`config.mk`:
```
export PLATFORM = sky130hd
export DESIGN_NAME = bls_dp
export DESIGN_NICKNAME = d
export VERILOG_FILES = /design/src/rtl/bls_pkg.sv /design/src/rtl/bls_ram.sv /design/src/rtl/bls_dp.sv
export SDC_FILE = /design/constraint.sdc
export NUM_CORES = 2
export LEC_CHECK = 0
export BUFFER_PORTS_ARGS = -buffer_cell sky130_fd_sc_hd__buf_2
export CAP_MARGIN = 10
export CORE_MARGIN = 1.5
export CORE_UTILIZATION = 40
export CTS_CLUSTER_SIZE = 8
export DETAILED_ROUTE_END_ITERATION = 10
export PLACE_DENSITY = 0.55
export SYNTH_ARGS = -nofsm -noshare
export SYNTH_HDL_FRONTEND = slang
export SYNTH_SLANG_ARGS = --single-unit
export TNS_END_PERCENT = 1
```
`constraint.sdc`:
```
create_clock -name i_clk -period 13 [get_ports i_clk]
set_input_delay 2.6 -clock i_clk [delete_from_list [all_inputs] [get_ports i_clk]]
set_output_delay 2.6 -clock i_clk [all_outputs]
set_load 0.01 [all_outputs]
```
`src/rtl/bls_pkg.sv`:
```
// ---------------------------------------------------------------------------
// bls_pkg
// Shared types and codes for the bounded LIFO stack.
// ---------------------------------------------------------------------------
package bls_pkg;

    localparam int CMD_W  = 3;
    localparam int DATA_W = 32;
    localparam int CNT_W  = 7;
    localparam int ERR_W  = 2;

    localparam logic [CMD_W-1:0] CMD_PUSH    = 3'd0;
    localparam logic [CMD_W-1:0] CMD_POP     = 3'd1;
    localparam logic [CMD_W-1:0] CMD_PEEK    = 3'd2;
    localparam logic [CMD_W-1:0] CMD_DISCARD = 3'd3;
    localparam logic [CMD_W-1:0] CMD_CLEAR   = 3'd4;

    localparam logic [ERR_W-1:0] ERR_OK    = 2'd0;
    localparam logic [ERR_W-1:0] ERR_OVER  = 2'd1;
    localparam logic [ERR_W-1:0] ERR_UNDER = 2'd2;

    localparam logic [CNT_W-1:0] CAP_RESET = 7'd64;

    typedef enum logic {
        S_IDLE,
        S_READ
    } t_state;

    // controller -> datapath
    typedef struct packed {
        logic take;   // word accepted this cycle
        logic load;   // move pending result into the output register
    } t_dp_ctl;

endpackage

```
`src/rtl/bls_ram.sv`:
```
// ---------------------------------------------------------------------------
// bls_ram
// Generic single-write, single-read RAM with registered read data.
// ---------------------------------------------------------------------------
module bls_ram #(
    parameter int W = 32,
    parameter int D = 64
) (
    input  logic                 i_clk,
    input  logic                 i_we,
    input  logic [$clog2(D)-1:0] i_waddr,
    input  logic [W-1:0]         i_wdata,
    input  logic                 i_re,
    input  logic [$clog2(D)-1:0] i_raddr,
    output logic [W-1:0]         o_rdata
);
    logic [W-1:0] r_mem [D];
    logic [W-1:0] r_rdata;

    always_ff @(posedge i_clk) begin
        if (i_we) begin
            r_mem[i_waddr] <= i_wdata;
        end
        if (i_re) begin
            r_rdata <= r_mem[i_raddr];
        end
    end

    assign o_rdata = r_rdata;
endmodule

```
`src/rtl/bls_dp.sv`:
```
// ---------------------------------------------------------------------------
// bls_dp
// Datapath: height and peak counters, capacity register, item RAM,
// pending result and output register.
// ---------------------------------------------------------------------------
module bls_dp
    import bls_pkg::*;
#(
    parameter int DEPTH = 64,
    parameter int WIDTH = 32
) (
    input  logic              i_clk,
    input  logic              i_rst_n,
    input  logic              i_cfg_we,
    input  logic [CNT_W-1:0]  i_cfg_wdata,
    input  t_dp_ctl           i_ctl,
    input  logic [CMD_W-1:0]  i_command,
    input  logic [DATA_W-1:0] i_push_data,
    input  logic [CNT_W-1:0]  i_amount,
    output logic [DATA_W-1:0] o_read_data,
    output logic [CNT_W-1:0]  o_depth_now,
    output logic [CNT_W-1:0]  o_space_left,
    output logic [CNT_W-1:0]  o_high_water,
    output logic [ERR_W-1:0]  o_error_code
);
    localparam int AW  = $clog2(DEPTH);
    localparam int AXW = (AW > CNT_W) ? AW : CNT_W;
    localparam int DXW = (WIDTH > DATA_W) ? WIDTH : DATA_W;
    // largest limit reachable through a 7-bit capacity
    localparam logic [CNT_W:0] DCAP = (DEPTH > 127) ? 8'd127 : (CNT_W+1)'(DEPTH);

    logic [CNT_W-1:0] r_cap;
    logic [CNT_W-1:0] r_height, n_height;
    logic [CNT_W-1:0] r_peak, n_peak;

    // pending result, waiting for RAM read data
    logic [CNT_W-1:0] r_p_depth, r_p_space, r_p_peak;
    logic [ERR_W-1:0] r_p_err;
    logic             r_p_rd;

    // output register
    logic [DATA_W-1:0] r_o_data;
    logic [CNT_W-1:0]  r_o_depth, r_o_space, r_o_peak;
    logic [ERR_W-1:0]  r_o_err;

    logic [CNT_W-1:0] lim, space, rd_idx;
    logic [ERR_W-1:0] err;
    logic             rd_hit, wr_en;
    logic [AXW-1:0]   wr_x, rd_x;
    logic [DXW-1:0]   wdata_x, rdata_x;
    logic [WIDTH-1:0] ram_q;

    always_comb begin
        lim = ({1'b0, r_cap} > DCAP) ? DCAP[CNT_W-1:0] : r_cap;
        n_height = r_height;
        err      = ERR_OK;
        rd_hit   = 1'b0;
        wr_en    = 1'b0;
        rd_idx   = r_height - 7'd1;
        case (i_command)
            CMD_PUSH: begin
                if (r_height >= lim) begin
                    err = ERR_OVER;
                end else begin
                    wr_en    = i_ctl.take;
                    n_height = r_height + 7'd1;
                end
            end
            CMD_POP: begin
                if (r_height == '0) begin
                    err = ERR_UNDER;
                end else begin
                    rd_hit   = 1'b1;
                    n_height = r_height - 7'd1;
                end
            end
            CMD_PEEK: begin
                rd_idx = r_height - 7'd1 - i_amount;
                if (i_amount >= r_height) begin
                    err = ERR_UNDER;
                end else begin
                    rd_hit = 1'b1;
                end
            end
            CMD_DISCARD: begin
                if (i_amount > r_height) begin
                    err = ERR_UNDER;
                end else begin
                    n_height = r_height - i_amount;
                end
            end
            CMD_CLEAR: begin
                n_height = '0;
            end
            default: begin
            end
        endcase
        n_peak = (n_height > r_peak) ? n_height : r_peak;
        space  = (lim > n_height) ? (lim - n_height) : '0;
        wr_x    = AXW'(r_height);
        rd_x    = AXW'(rd_idx);
        wdata_x = DXW'(i_push_data);
        rdata_x = DXW'(ram_q);
    end

    always_ff @(posedge i_clk) begin
        if (!i_rst_n) begin
            r_cap    <= CAP_RESET;
            r_height <= '0;
            r_peak   <= '0;
        end else begin
            if (i_cfg_we) begin
                r_cap <= i_cfg_wdata;
            end
            if (i_ctl.take) begin
                r_height <= n_height;
                r_peak   <= n_peak;
            end
        end
    end

    always_ff @(posedge i_clk) begin
        if (i_ctl.take) begin
            r_p_depth <= n_height;
            r_p_space <= space;
            r_p_peak  <= n_peak;
            r_p_err   <= err;
            r_p_rd    <= rd_hit;
        end
        if (i_ctl.load) begin
            r_o_data  <= r_p_rd ? rdata_x[DATA_W-1:0] : '0;
            r_o_depth <= r_p_depth;
            r_o_space <= r_p_space;
            r_o_peak  <= r_p_peak;
            r_o_err   <= r_p_err;
        end
    end

    bls_ram #(
        .W (WIDTH),
        .D (DEPTH)
    ) u_ram (
        .i_clk   (i_clk),
        .i_we    (wr_en),
        .i_waddr (wr_x[AW-1:0]),
        .i_wdata (wdata_x[WIDTH-1:0]),
        .i_re    (i_ctl.take & rd_hit),
        .i_raddr (rd_x[AW-1:0]),
        .o_rdata (ram_q)
    );

    assign o_read_data  = r_o_data;
    assign o_depth_now  = r_o_depth;
    assign o_space_left = r_o_space;
    assign o_high_water = r_o_peak;
    assign o_error_code = r_o_err;
endmodule

```
Word-level counts from Yosys, hierarchy flattened:

Memories as Yosys holds them, arrays and structs flattened. A register that Yosys moved wholly into a read port is not among the register bits.
Index checks and enable logic that the tools add are counted.

* equality and inequality tests: 4
* reductions and logical operators: 2
* add/subtract/negate cells: 5
* bitwise operators: 1
* mux-type cells: 19
* order comparisons: 6

Operator list (count)
* 2-to-1 mux 7 bit: 5
* case mux 7 bit (4 select lines): 1
* greater-than comparator 7 bit: 3
* >= comparator 7 bit: 2
* subtractor 7 bit: 2
* case mux 2 bit (4 select lines): 1
* adder 7 x 1 -> 7 bit, second input constant: 1
* greater-than comparator 7 bit, second input constant: 1
* logical NOT 7 bit: 1
* 2-to-1 mux 1 bit: 7
* subtractor 7 x 1 -> 7 bit, second input constant: 1
* equality test 3 x 2 -> 1 bit, second input constant: 2
* 2-to-1 mux 2 bit: 3
* 2-to-1 mux 6 bit: 1
* subtractor 6 bit: 1
* equality test 3 x 1 -> 1 bit, second input constant: 1
* equality test 3 bit, second input constant: 1
* logical NOT 3 bit: 1
* case mux 1 bit (2 select lines): 1
* bitwise AND 1 bit: 1

* memories kept: 1
* output and inout port bits: 55
* RAM bits: 2048
* word-level logic and storage cells: 51
* register bits: 100
* bits of input ports: 54

Memory list
* u_ram.r_mem: words 64, bits a word 32, rd ports 1, clocked after Yosys merged registers in 1, write ports 1, RTL line bls_ram.sv:17 `logic [W-1:0] r_mem [D];`

Longest topological paths before layout:

* word-level depth: 7
* depth in mapped cells: 21
* gate-level depth less buffers: 20

Hierarchy:

Synthesis repeated with hierarchy kept, for this count alone.

* cells, all modules: 3799
* area, all modules: 84116.9 um^2

Modules (own cells, without submodules)
* bls_ram: cells each 3324, area each 78835.6 um^2, times used 1
* bls_dp: cells each 475, area each 5281.3 um^2, times used 1

Least setup slack after synthesis:

OpenSTA, ideal clock, no wires.

* path kind: in2reg
* start: in i_amount[1]
* end: reg r_p_space[2], data pin
* library setup time: 0.275 ns
* buffers on the path: 0
* data required time: 12.725 ns
* arrival: 6.446 ns
* stages on the path: 19
* path slack: 6.279 ns
* cells stage by stage: inv_1 > ha_1 > nor2b_1 > o21ai_0 > a21oi_1 > o311ai_0 > o211ai_1 > o21ai_0 > a221oi_1 > and2_1 > ha_1 > nor2b_1 > o21ai_0 > a21boi_0 > o21ai_0 > a21boi_0 > o21a_1 > o22ai_1 > nor3_1

* cells in the longest elaborated chain, start to end: 4

RTL lines
* start, declared: RTL line bls_dp.sv:19 `input logic [CNT_W-1:0] i_amount,`
* subtractor 7 bit or greater-than comparator 7 bit (tied branches): RTL line bls_dp.sv:89, bls_dp.sv:86
* 2-to-1 mux 7 bit *: RTL line bls_dp.sv:86 `if (i_amount > r_height) begin`
* case mux 7 bit (4 select lines) *: RTL line bls_dp.sv:60 `case (i_command)`
* subtractor 7 bit or greater-than comparator 7 bit (tied branches): RTL line bls_dp.sv:99 `space = (lim > n_height) ? (lim - n_height) : '0;`
* end signal, assigned: RTL line bls_dp.sv:125 `r_p_space <= space;`
* end, declared: RTL line bls_dp.sv:37 `logic [CNT_W-1:0] r_p_depth, r_p_space, r_p_peak;`

Mark *: on every way between the ends. The rest lies on a longest branch, timed or not.
A chain may end at the register's enable or synchronous reset.

Worst setup path in the final report:

* start: in i_amount[0]
* end: reg u_ram.r_rdata[5], in the netlist u_ram.o_rdata[5] (read register of u_ram.r_mem), data pin

* cells in the longest elaborated chain, start to end: 4

RTL lines
* >= comparator 7 bit: RTL line bls_dp.sv:79 `if (i_amount >= r_height) begin`
* 2-to-1 mux 1 bit: RTL line bls_dp.sv:79
* case mux 1 bit (2 select lines): RTL line bls_dp.sv:60
* bitwise AND 1 bit: RTL line bls_dp.sv:147 `.i_re (i_ctl.take & rd_hit),`
* end, declared: RTL line bls_ram.sv:18 `logic [W-1:0] r_rdata;`

Parallel ways exist; a longest one is shown, timed or not.

==> impl_metrics.toml <==
[synth]
ys_types = 63
synthAdderAreaFrac = 0.00574
synth.area.mux_share = 0.00446
syn_area_per_cell_sq_um = 13.1
synth_edf_count = 2159
yosysTopAreaCell = "edfxtp_1"
yosys-top-cells-area = "edfxtp_1 (75%), nand2_1 (8.7%), nand3_1 (3.9%), a311oi_1 (1.7%), a21oi_1 (1.7%)"
synth_cells = 6639
synth_area_sq_um = 86700
synthSimpleGateAreaFrac = 0.161
synth_nets = 6731
synth_compound_area_frac = 0.0511
synth-seq-area-share = 0.752
synth-xor-area-share = 0.00172
yosys_warnings = 0
async_flop_share = 0
yosys_most_used_dff = "edfxtp_1"
synth_seq_cells = 2180
synth_top_family_by_area = "simple AND/OR/NAND/NOR gates"
synth_top_area_share = 0.747

[detailed_routing]
routed_wl_um = 263000
drt-initial-drc-count = 6161
ant_nets = 0
drt-pass1-iter-count = 6
drc_errors = 0
routedWlPerCell_um = 27.1
route.vias.total = 55600
viasPerCell = 5.72

[placement]
portBuffers = 108
dpl_cell_area_sq_um = 91300
place_hpwl_um = 137000
routabilityCongestion = 0.834

[sta]
hold_viol = 0
period_share = 0.532
rsz0062_at_grt = "false"
maxSlewHeadroom = 0.0747
tightest_slew_ns = 1.38
holdWs_ns = 0.416
fmax_mhz = 145
fin_worst_skew_ns = 0.0579
min_period_ns = 6.92
slew_viol_final = 0
tns_ns = 0
setup_viol = 0

[floorplan]
ioPinCount = 109
core_sq_um = 215000
die_w_um = 469
fp.dieArea_sq_um = 220000
initial_utilization = 0.403
die_h_um = 469
rows = 170

[pwr]
cellPowerDensity_nw_per_um2 = 176
vdd_ir_drop_max_v = 0.000132
pwr-share-comb = 0.140
power.switching_uw = 4620
intPower_uw = 13000
p_clk_frac = 0.412
swShare = 0.263
power_frac_seq = 0.448
p_leak_uw = 0.0342
power_uw = 17600

[finish]
final_nets = 6915
final_cell_mix = "edfxtp_1 (2159), nand2_1 (2005), nand3_1 (679)"
area_growth_pct = 15.1
final_common_cell = "edfxtp_1"
final_cell_area_sq_um = 99800
drive_gt1_frac = 0.110
nFillCells = 18700
final_util = 0.464

[clock_tree]
clockBufferDepth = 4
clkSinkCount = 2180
cts_tree = "yes"
cts_made_buffers = 323
hold_buffers = 0
cts.htree.levels = 5
cts_setup_buffers = 0
clk_latency_ns = 0.94
root_buffer = "clkbuf_16"
clkTransAtPathRegs_ns = 0.05
cts_resized = 0

[global_routing]
antenna_found_initial = 14
grt_usage = 0.237
grt_pass1_wl_um = 380000
grt.overflow.total = 0
grt_max_degree = 162
first_global_vias = 53100

[worst_setup_path]
crit_path_cell_trace = "buf_2 > ha_1 > inv_1 > fa_1 > xnor2_1 > mux2_8 > buf_4 > buf_4 > nand2_1 > and3_1 > a311oi_1 > a311oi_1 > nor4_1 > or4_1"
cp_top_family = "buffers and inverters"
arrival_ns = 7.67
cp_slowest_cell = "nor4_1"
cp_max_fo = 66
max_stage_delay_ns = 0.86
cp_num_buf_inv = 4
worstSetupPathType = "primary input to flop"
cp.required_ns = 13.75
worstSetupStartpointType = "primary input"
endpoint_kind = "flop"

[hold_path]
hold_path.class = "flop to flop"

[status]
status = "complete, no violations"

[run]
max_cap_viol_count = 0
layout make-up:
class | instances | area [sq um] | area share
flip-flops and latches | 2180 | 65300 | 0.654
clock inverters | 8 | 80.1 | 0.000802
inverters | 40 | 150 | 0.00150
diodes | 14 | 35.0 | 0.000351
repair buffers | 299 | 2170 | 0.0218
well taps | 2838 | 3550 | 0.0356
multi-input cells | 3979 | 20200 | 0.203
clock buffers | 347 | 8330 | 0.0835
flip-flops by register name (all words and copies together), names as in the netlist:
name           count
u_ram.o_rdata     32
r_height           7
r_p_err            2
u_ram.r_mem     2048
o_high_water       7
o_space_left       7
r_p_space          7
r_p_peak           7
r_peak             7
r_p_depth          7
r_p_rd             1
o_read_data       32
o_depth_now        7
r_cap              7
o_error_code       2
cell families (layout without fill, tap and decap cells):
kind of cell / Yosys count / after routing
other: 0 / 14
buffers and inverters: 480 / 694
AOI/OAI and AO/OA: 678 / 678
DFF: 2180 / 2180
adders and majority gates: 38 / 38
xor gates and xnor gates: 17 / 17
muxes: 38 / 38
and+or+nand+nor: 3208 / 3208
power by group through the flow:
stage               Clock (uW)  Sequential (uW)  Combinational (uW)
floorplan                    0             7990                1440
global placement             0             8010                2430
detailed placement           0             8010                2470
CTS                       7360             7880                2480
global route              7640             7870                2660
finish                    7240             7880                2470
through the flow:
step	setup slack (ns)	cells
global route	5.79	9694
CTS	6.05	9688
detailed placement	5.11	9333
finish	6.08	9705
global placement	4.72	9319
floorplan	6.28	6639
layer usage:
layer	global-route usage	wire, um	vias to the layer above
li1	-	-	24700
met1	0.331	111000	28200
met2	0.377	124000	2283
met3	0.0397	19300	413
met4	0.0825	8290	8
met5	0	56	-
cells in the mapped netlist (all sizes together), types with 3 or more instances:
master	instances
nand2	2006
nand2b	7
a211o	5
or3	3
or3b	3
o221a	3
nor4	114
dfxtp	21
edfxtp	2159
o21ai	25
a21o	10
a21oi	286
o22ai	33
nor3	19
and3	162
o21bai	3
a21boi	3
fa	3
mux2i	33
or4	30
a221oi	13
nor2b	15
xnor2	10
a311oi	171
inv	40
o211ai	7
a211oi	15
ha	35
xor2	7
nand4	22
and2	36
nand3	679
buf	202
clkbuf	238
nand3b	3
nor2	103
a31oi	85
mux2	5
worst paths after layout:
check             slack, ns  cells past startpoint          endpoint   startpoint
setup / recovery       6.08                     14  u_ram.o_rdata[5]  i_amount[0]
hold / removal         0.42                      0   o_high_water[4]  r_p_peak[4]
setup reg to reg       6.41                     15  u_ram.o_rdata[5]  r_height[0]
hold reg to reg        0.42                      0   o_high_water[4]  r_p_peak[4]
Note: power is estimated with default switching activity, not from simulation.
